$ cat config.mk
export PLATFORM = sky130hd
export DESIGN_NAME = dsst_ctrl
export DESIGN_NICKNAME = d
export VERILOG_FILES = /design/src/rtl/dsst_pkg.sv /design/src/rtl/dsst_ctrl.sv
export SDC_FILE = /design/constraint.sdc
export NUM_CORES = 1
export LEC_CHECK = 0
export BUFFER_PORTS_ARGS = -buffer_cell sky130_fd_sc_hd__buf_2
export CORE_MARGIN = 8
export CORE_UTILIZATION = 45
export CTS_BUF_LIST = sky130_fd_sc_hd__clkbuf_4
export DETAILED_ROUTE_END_ITERATION = 16
export GPL_ROUTABILITY_DRIVEN = 1
export PLACE_DENSITY_LB_ADDON = 0.2
export SETUP_SLACK_MARGIN = 0.2
export SLEW_MARGIN = 5
export SYNTH_ARGS = -nofsm -noshare
export SYNTH_HDL_FRONTEND = slang
export SYNTH_SLANG_ARGS = --single-unit
$ cat constraint.sdc
create_clock -name clk -period 1.6 [get_ports clk]
set_input_delay 0.16 -clock clk [delete_from_list [all_inputs] [get_ports clk]]
set_output_delay 0.16 -clock clk [all_outputs]
set_load 0.01 [all_outputs]
$ cat src/rtl/dsst_pkg.sv
`timescale 1ns / 1ps
// ----------------------------------------------------------------------------
// dsst_pkg: shared types and constants of the diffusion stencil step
// Field widths, fixed-point constants, the configuration register map and
// the command and status bundles between the controller and the datapath.
// ----------------------------------------------------------------------------
package dsst_pkg;

	// Field and register widths.
	localparam int CONC_W      = 32;
	localparam int COUNT_W     = 31;
	localparam int FO_W        = 15;
	localparam int SCALE_W     = 32;
	localparam int OUTER_CFG_W = 11;
	localparam int INNER_CFG_W = 6;
	localparam int CFG_IDX_W   = 2;
	localparam int CFG_DATA_W  = 32;

	// Fixed-point arithmetic.
	localparam int FRAC_W   = 16;
	localparam int FO_MAX   = 16384;
	localparam int ONE_Q16  = 65536;
	localparam int HALF_Q16 = 32768;
	localparam int WGT_W    = 17;
	localparam int SUM_W    = 34;
	localparam int MUL_A_W  = 34;
	localparam int MUL_B_W  = 32;
	localparam int PROD_W   = 64;
	localparam int ACC_W    = 49;

	// Reset value of the count scale (1.0 in Q16.16).
	localparam logic [SCALE_W-1:0] SCALE_RESET = 32'h0001_0000;

	// Three rotating row slots in the line buffer.
	localparam int ROW_SLOTS = 3;
	typedef logic [1:0] slot_t;

	// Configuration register map.
	typedef enum logic [CFG_IDX_W-1:0] {
		CFG_FOURIER = 2'd0,
		CFG_SCALE   = 2'd1,
		CFG_OUTER   = 2'd2,
		CFG_INNER   = 2'd3
	} cfg_idx_t;

	// Which neighbor the line buffer read fetches.
	typedef enum logic [1:0] {
		RD_CTR   = 2'd0,
		RD_UP    = 2'd1,
		RD_LEFT  = 2'd2,
		RD_RIGHT = 2'd3
	} rd_sel_t;

	// Operand selection of the shared multiplier.
	typedef enum logic [1:0] {
		MUL_FS  = 2'd0,
		MUL_WC  = 2'd1,
		MUL_CNT = 2'd2
	} mul_op_t;

	// Commands from the controller to the datapath.
	typedef struct packed {
		logic    accept;
		logic    rd_en;
		rd_sel_t rd_sel;
		logic    cap_ctr;
		logic    cap_up;
		logic    cap_left;
		logic    sum_en;
		logic    mul_en;
		mul_op_t mul_op;
		logic    acc_en;
		logic    conc_en;
		logic    out_load;
		logic    flush_start;
		logic    flush_next;
	} cmd_t;

	// Status from the datapath to the controller.
	typedef struct packed {
		logic trivial;
		logic has_emit;
		logic grid_last;
		logic flush_active;
		logic fcol_end;
		logic out_free;
	} sts_t;

	// Slot that held the row before the given one.
	function automatic slot_t slot_prev(input slot_t s);
		return (s == 2'd0) ? 2'd2 : s - 2'd1;
	endfunction

	// Slot that takes the row after the given one.
	function automatic slot_t slot_next(input slot_t s);
		return (s == 2'd2) ? 2'd0 : s + 2'd1;
	endfunction

endpackage

$ cat src/rtl/dsst_ctrl.sv
`timescale 1ns / 1ps
// ----------------------------------------------------------------------------
// dsst_ctrl: sequencer of the diffusion stencil step
// Accepts one cell, walks the neighbor reads, the shared multiplier steps
// and the result hand-off, and runs the last-row flush after the final cell.
// ----------------------------------------------------------------------------
module dsst_ctrl (
	input  logic          clk,
	input  logic          arst_n,
	input  logic          in_valid,
	output logic          in_stall,
	input  dsst_pkg::sts_t sts,
	output dsst_pkg::cmd_t cmd
);

	typedef enum logic [10:0] {
		ST_IDLE = 11'b000_0000_0001,
		ST_RD_C = 11'b000_0000_0010,
		ST_RD_U = 11'b000_0000_0100,
		ST_RD_L = 11'b000_0000_1000,
		ST_RD_R = 11'b000_0001_0000,
		ST_SUM  = 11'b000_0010_0000,
		ST_MUL1 = 11'b000_0100_0000,
		ST_MUL2 = 11'b000_1000_0000,
		ST_ADD  = 11'b001_0000_0000,
		ST_CNT  = 11'b010_0000_0000,
		ST_DONE = 11'b100_0000_0000
	} state_t;

	state_t state_q;
	state_t state_d;
	logic   pend_flush_q;
	logic   pend_flush_d;

	// Input is taken only between results.
	assign in_stall = (state_q != ST_IDLE);

	// Next state and commands.
	always_comb begin
		cmd          = '0;
		cmd.rd_sel   = dsst_pkg::RD_CTR;
		cmd.mul_op   = dsst_pkg::MUL_FS;
		state_d      = state_q;
		pend_flush_d = pend_flush_q;
		case (state_q)
			ST_IDLE: begin
				if (in_valid) begin
					cmd.accept   = 1'b1;
					pend_flush_d = !sts.trivial && sts.grid_last;
					if (sts.trivial) begin
						state_d = ST_CNT;
					end else if (sts.has_emit) begin
						state_d = ST_RD_C;
					end
				end
			end
			ST_RD_C: begin
				cmd.rd_en  = 1'b1;
				cmd.rd_sel = dsst_pkg::RD_CTR;
				state_d    = ST_RD_U;
			end
			ST_RD_U: begin
				cmd.rd_en   = 1'b1;
				cmd.rd_sel  = dsst_pkg::RD_UP;
				cmd.cap_ctr = 1'b1;
				state_d     = ST_RD_L;
			end
			ST_RD_L: begin
				cmd.rd_en  = 1'b1;
				cmd.rd_sel = dsst_pkg::RD_LEFT;
				cmd.cap_up = 1'b1;
				state_d    = ST_RD_R;
			end
			ST_RD_R: begin
				cmd.rd_en    = 1'b1;
				cmd.rd_sel   = dsst_pkg::RD_RIGHT;
				cmd.cap_left = 1'b1;
				state_d      = ST_SUM;
			end
			ST_SUM: begin
				cmd.sum_en = 1'b1;
				state_d    = ST_MUL1;
			end
			ST_MUL1: begin
				cmd.mul_en = 1'b1;
				cmd.mul_op = dsst_pkg::MUL_FS;
				state_d    = ST_MUL2;
			end
			ST_MUL2: begin
				cmd.mul_en = 1'b1;
				cmd.mul_op = dsst_pkg::MUL_WC;
				cmd.acc_en = 1'b1;
				state_d    = ST_ADD;
			end
			ST_ADD: begin
				cmd.conc_en = 1'b1;
				state_d     = ST_CNT;
			end
			ST_CNT: begin
				cmd.mul_en = 1'b1;
				cmd.mul_op = dsst_pkg::MUL_CNT;
				state_d    = ST_DONE;
			end
			ST_DONE: begin
				// Hand the result to the output register, then pick the next job.
				if (sts.out_free) begin
					cmd.out_load = 1'b1;
					if (sts.flush_active) begin
						if (sts.fcol_end) begin
							state_d = ST_IDLE;
						end else begin
							cmd.flush_next = 1'b1;
							state_d        = ST_RD_C;
						end
					end else if (pend_flush_q) begin
						cmd.flush_start = 1'b1;
						pend_flush_d    = 1'b0;
						state_d         = ST_RD_C;
					end else begin
						state_d = ST_IDLE;
					end
				end
			end
			default: begin
				state_d = ST_IDLE;
			end
		endcase
	end

	// State registers.
	always_ff @(posedge clk or negedge arst_n) begin
		if (!arst_n) begin
			state_q      <= ST_IDLE;
			pend_flush_q <= 1'b0;
		end else begin
			state_q      <= state_d;
			pend_flush_q <= pend_flush_d;
		end
	end

`ifndef SYNTHESIS
	// A pass-through cell goes straight to the count multiply.
	a_trivial_to_cnt: assert property (@(posedge clk) disable iff (!arst_n)
		(state_q == ST_IDLE && in_valid && sts.trivial) |=> (state_q == ST_CNT))
		else $error("pass-through cell did not go to count step");

	// A finished result holds while the output register is full.
	a_done_waits: assert property (@(posedge clk) disable iff (!arst_n)
		(state_q == ST_DONE && !sts.out_free) |=> (state_q == ST_DONE))
		else $error("result left before output register was free");

	// With no flush work left, a delivered result returns to idle.
	a_done_to_idle: assert property (@(posedge clk) disable iff (!arst_n)
		(state_q == ST_DONE && sts.out_free && !sts.flush_active && !pend_flush_q)
		|=> (state_q == ST_IDLE))
		else $error("sequencer did not return to idle");
`endif

endmodule

==> results of run 1 <==
==> cell families after synthesis <==
group | share of synthesized area [%]
AND/OR/NAND/NOR | 37.6
AO/OA/AOI/OAI | 13.7
flip-flops | 38.9
buffers and inverters | 7.27
XOR/XNOR | 1.13
multiplexers | 1.29
==> metrics by stage <==
stage | utilization, % | hold slack [ps] | instances
2_1_floorplan | - | -136 | 84
3_3_place_gp | 68.3 | 53.6 | 146
3_5_place_dp | 68.3 | 60.1 | 146
4_1_cts | 84.8 | 112 | 161
==> cell usage after synthesis (2+ instances only) <==
library cell and instances:
sky130_fd_sc_hd__nor3_1 3, sky130_fd_sc_hd__buf_2 2, sky130_fd_sc_hd__dfrtp_1 11, sky130_fd_sc_hd__o32ai_1 2
sky130_fd_sc_hd__nor4_1 4, sky130_fd_sc_hd__nor3b_1 2, sky130_fd_sc_hd__inv_1 6, sky130_fd_sc_hd__nor4b_1 6
sky130_fd_sc_hd__nand4_1 2, sky130_fd_sc_hd__nor2_1 6, sky130_fd_sc_hd__nor4_4 2, sky130_fd_sc_hd__and4_1 2
sky130_fd_sc_hd__nand3_1 2, sky130_fd_sc_hd__or2_2 2, sky130_fd_sc_hd__o21ai_0 6, sky130_fd_sc_hd__nand2_1 6
==> timing repair <==
| item | CTS |
|---|---|
| endpoints found under the hold margin | 11 |
| pin swaps | 6 |
| hold buffers | 1 |
| gates resized for setup | 34 |
| setup buffers | 10 |
| setup endpoints to repair | 27 |
==> flow_metrics.tcl, run 1 <==
set metrics [dict create \
    post-synth-top-area-fraction_pct 35.5 \
    number_of_cts_inserted_buffers 3 \
    dp_hpwl_um 1850 \
    outcome "stopped before the end" \
    finalWeightedCongestion 0.750 \
    yosysWarningCount 0 \
    grt_max_degree 13 \
    stop_stage "global routing" \
    buffer_ports.inserted 25 \
    synth_enable_flop_cells 0 \
    synth_top_cell_by_area "sky130_fd_sc_hd__dfrtp_1" \
    initial_core_util_pct 46.4 \
    max_clock_buf_depth 2 \
    cts.sinks 12 \
    worstEpCategory "top-level output" \
    synthesis.nets 93 \
    fp.dieH_um 57.5 \
    synth_area_sq_um 774 \
    top_level_ports 26 \
    number_of_levels_the_h_tree_was_split_into 1 \
    clockRootBuffer "sky130_fd_sc_hd__clkbuf_4" \
    yosys_register_bits 12 \
    dominantRegCellSynth "sky130_fd_sc_hd__dfrtp_1" \
    share_of_the_yosys_chip_area_belonging_to_registers_pct 38.9 \
    preCtsSetupSlack_ps -131 \
    postSynthAreaPerCell_sq_um 9.22 \
    flow.first_error "[ERROR DPL-0033] detailed placement checks failed during check placement." \
    ys_top_cells_by_area "sky130_fd_sc_hd__dfrtp_1, sky130_fd_sc_hd__nor4b_1, sky130_fd_sc_hd__nor4_4" \
    die-width_um 57.5 \
    share_of_async_settable_or_async_resettable_flops_after_synthesis_pct 100 \
    antenna_violations_before_repair 0 \
    placement_rows 15 \
    ys_types 36 \
    postGrtWorstEndpoint "cmd[13]" \
    post_dp_cell_area_sq_um 1140 \
    cell_count_after_synthesis 84 \
]
==> run 2, diff against run 1 <==
CORE_AREA = 8 8 69 71   (was not set)
CORE_MARGIN = not set   (was 8)
CORE_UTILIZATION = not set   (was 45)
CTS_BUF_LIST = not set   (was sky130_fd_sc_hd__clkbuf_4)
DIE_AREA = 0 0 77 79   (was not set)
PLACE_DENSITY_LB_ADDON = 0.15   (was 0.2)
SETUP_SLACK_MARGIN = not set   (was 0.2)
clock period = 2.1 ns   (was 1.6 ns; I/O delays follow)
==> run 2 against run 1 <==
Against the previous run: the flow now finishes without violations; synthesized area did not move; synthesized cell count did not move.
==> flow_metrics.tcl, run 2 <==
set metrics [dict create \
    number_of_cts_inserted_buffers 3 \
    top_level_ports 26 \
    min_period_over_period_pct 95.4 \
    top_register "state_q" \
    vias 747 \
    most-common-layout-cells "sky130_fd_sc_hd__buf_2, sky130_fd_sc_hd__dfrtp_1, sky130_fd_sc_hd__inv_1, sky130_fd_sc_hd__o21ai_0" \
    overflow 0 \
    clk_latency_ps 240 \
    use_met1_pct 9.42 \
    worstPathMaxFanout 5 \
    first_global_vias 764 \
    drive_gt1_share_pct 45.1 \
    fin_tns_setup_ps 0 \
    synth_enable_flop_cells 0 \
    finish.utilization_pct 28.2 \
    detail_route.drc_violations 0 \
    drt-vias-per-instance 4.58 \
    final_nets 123 \
    antennaDiodeCount 0 \
    multi_input_area_sq_um 457 \
    first_pass_iters 4 \
    die-width_um 77 \
    layout_min_cycle_time_ps 2000 \
    antenna_violations_before_repair 0 \
    number_of_levels_the_h_tree_was_split_into 1 \
    ys_types 36 \
    leakage_nw 0.516 \
    layout_commonest_cell "sky130_fd_sc_hd__buf_2" \
    rsz0062_at_grt "yes" \
    cp-start-kind "register" \
    pwr_density_cell_nw_per_um2 1030 \
    post-synth-top-count-cell "sky130_fd_sc_hd__dfrtp_1" \
    placement_rows 23 \
    detail_route.wl_per_cell_um 13.2 \
    timing.final.setup_violations 0 \
    outcome "finished, final reports clean" \
    post-synth-top-area-fraction_pct 35.5 \
    yosys_register_bits 12 \
    report.final.hold_viol_count 0 \
    slew_viol_final 0 \
    tightestPinTransition_ps 355 \
    dp_hpwl_um 1710 \
    buffer_ports.inserted 25 \
    sequential_cell_area_sq_um 307 \
    stdcell_count 163 \
    placedCellCount 157 \
    finalWeightedCongestion 0.694 \
    area_growth_syn_to_layout_pct 38.4 \
    fp.dieH_um 79 \
    synth_top_cell_by_area "sky130_fd_sc_hd__dfrtp_1" \
    max_cap_viol_count 0 \
    drt_iter0_markers 20 \
    grt_max_degree 13 \
    wirelength_um 2150 \
    synth_area_sq_um 774 \
    largestRegisters "state_q x11, pend_flush_q x1" \
    largest_register_ff_count 11 \
    share_of_async_settable_or_async_resettable_flops_after_synthesis_pct 100 \
    fp.coreArea_sq_um 3800 \
    hp-class "input port to register" \
    preCtsSetupSlack_ps 224 \
    cp_data_required_time_ps 1890 \
    number_of_nets_still_failing_antenna_checks_after_routing 0 \
    layout.filler_cells 424 \
    cp_data_arrival_time_ps 1790 \
    met2_resource_use_gr_pct 10.9 \
    synthesis.nets 93 \
    layout_setup_ws_ps 96.9 \
    share_of_the_yosys_chip_area_belonging_to_registers_pct 38.9 \
    worstSetupPathType "register to output pin" \
    timing.slew.headroom_pct 76.1 \
    clkSlewWorstSetupHoldPaths_ps 60 \
    max_clock_buf_depth 2 \
    postSynthAreaPerCell_sq_um 9.22 \
    cell_count_after_synthesis 84 \
    initial_core_util_pct 20.4 \
    clockRootBuffer "sky130_fd_sc_hd__clkbuf_8" \
    timing.critical_path.to_type "output pin" \
    ir_worst_vdd_mv 0.423 \
    ys_top_cells_by_area "sky130_fd_sc_hd__dfrtp_1, sky130_fd_sc_hd__nor4b_1, sky130_fd_sc_hd__nor4_4" \
    finalClockSkew_ps 1.90 \
    die_area_sq_um 6080 \
    yosysWarningCount 0 \
    grt_pass1_wl_um 3680 \
    fin_total_pwr_w 0.00111 \
    fmax_mhz 499 \
    cts.sinks 12 \
    tritoncts "built" \
    track_usage_pct 7.46 \
    global_route.usage.met3_pct 3.39 \
    grt_busiest_layer "met2" \
    dominantRegCellSynth "sky130_fd_sc_hd__dfrtp_1" \
]
run 2: cell counts after synthesis:
Identical to the previous run, type by type.
run 2: worst paths after layout:
path	depth (start not counted)	start	slack, ps	endpoint
max in group asynchronous	2	arst_n	1440	state_q[0]$_DFFE_PN1P_
max reg2reg	6	state_q[7]$_DFFE_PN0P_	300	state_q[1]$_DFFE_PN0P_
max	4	state_q[7]$_DFFE_PN0P_	100	cmd[13]
min in group asynchronous	2	arst_n	380	state_q[5]$_DFFE_PN0P_
min	2	sts[0]	230	state_q[10]$_DFFE_PN0P_
min reg2reg	1	pend_flush_q$_DFFE_PN0P_	550	pend_flush_q$_DFFE_PN0P_
run 2: repair_timing:
action	in CTS	in global routing
endpoints found under the setup margin	2	10
hold buffers	1	0
resized for setup	2	10
pin swaps	0	3
buffers inserted	0	1
endpoints found under the hold margin	11	0
run 2: area by class of cell:
type / count / area share, %
multi-input cells: 60 / 42.6
flip-flops and latches: 12 / 28.6
repair buffers: 30 / 15.4
well taps: 50 / 5.83
clock buffers: 4 / 5.13
inverters: 7 / 2.45
run 2: cells by family after synthesis:
logic type | count (synthesis) | synth area share, %
multiplexers | 1 | 1.29
AO/OA/AOI/OAI | 15 | 13.7
AND/OR/NAND/NOR | 43 | 37.6
buffers and inverters | 12 | 7.27
flip-flops | 12 | 38.9
XOR/XNOR | 1 | 1.13
run 2: critical path: stages (launching register included):
cell and delay [ps]:
sky130_fd_sc_hd__dfrtp_2 430, sky130_fd_sc_hd__or4b_2 740, sky130_fd_sc_hd__nor2_2 140, sky130_fd_sc_hd__or2_2 120
sky130_fd_sc_hd__buf_2 120
run 2: metrics by stage:
stage | hold slack, ps | area (sq um)
3_3_place_gp | 120 | 955
2_1_floorplan | -85.6 | 774
5_1_grt | 259 | 1070
6_report | 230 | 1070
4_1_cts | 224 | 1030
3_5_place_dp | 115 | 955
run 2: power breakdown:
| part | leakage, nW | internal, W | total [W] | switching [W] |
|---|---|---|---|---|
| clock | 0.0288 | 0.000166 | 0.000253 | 0.0000871 |
| sequential | 0.155 | 0.000281 | 0.000345 | 0.0000644 |
| combinational | 0.332 | 0.000220 | 0.000509 | 0.000289 |
run 2: routing by layer:
| layer | share of wire, % | vias up |
|---|---|---|
| li1 | - | 373 |
| met1 | 49 | 350 |
| met2 | 43 | 22 |
| met3 | 6.3 | 2 |
| met4 | 1.7 | 0 |
| met5 | 0 | - |
No activity file was read; power rests on OpenSTA's default activity.
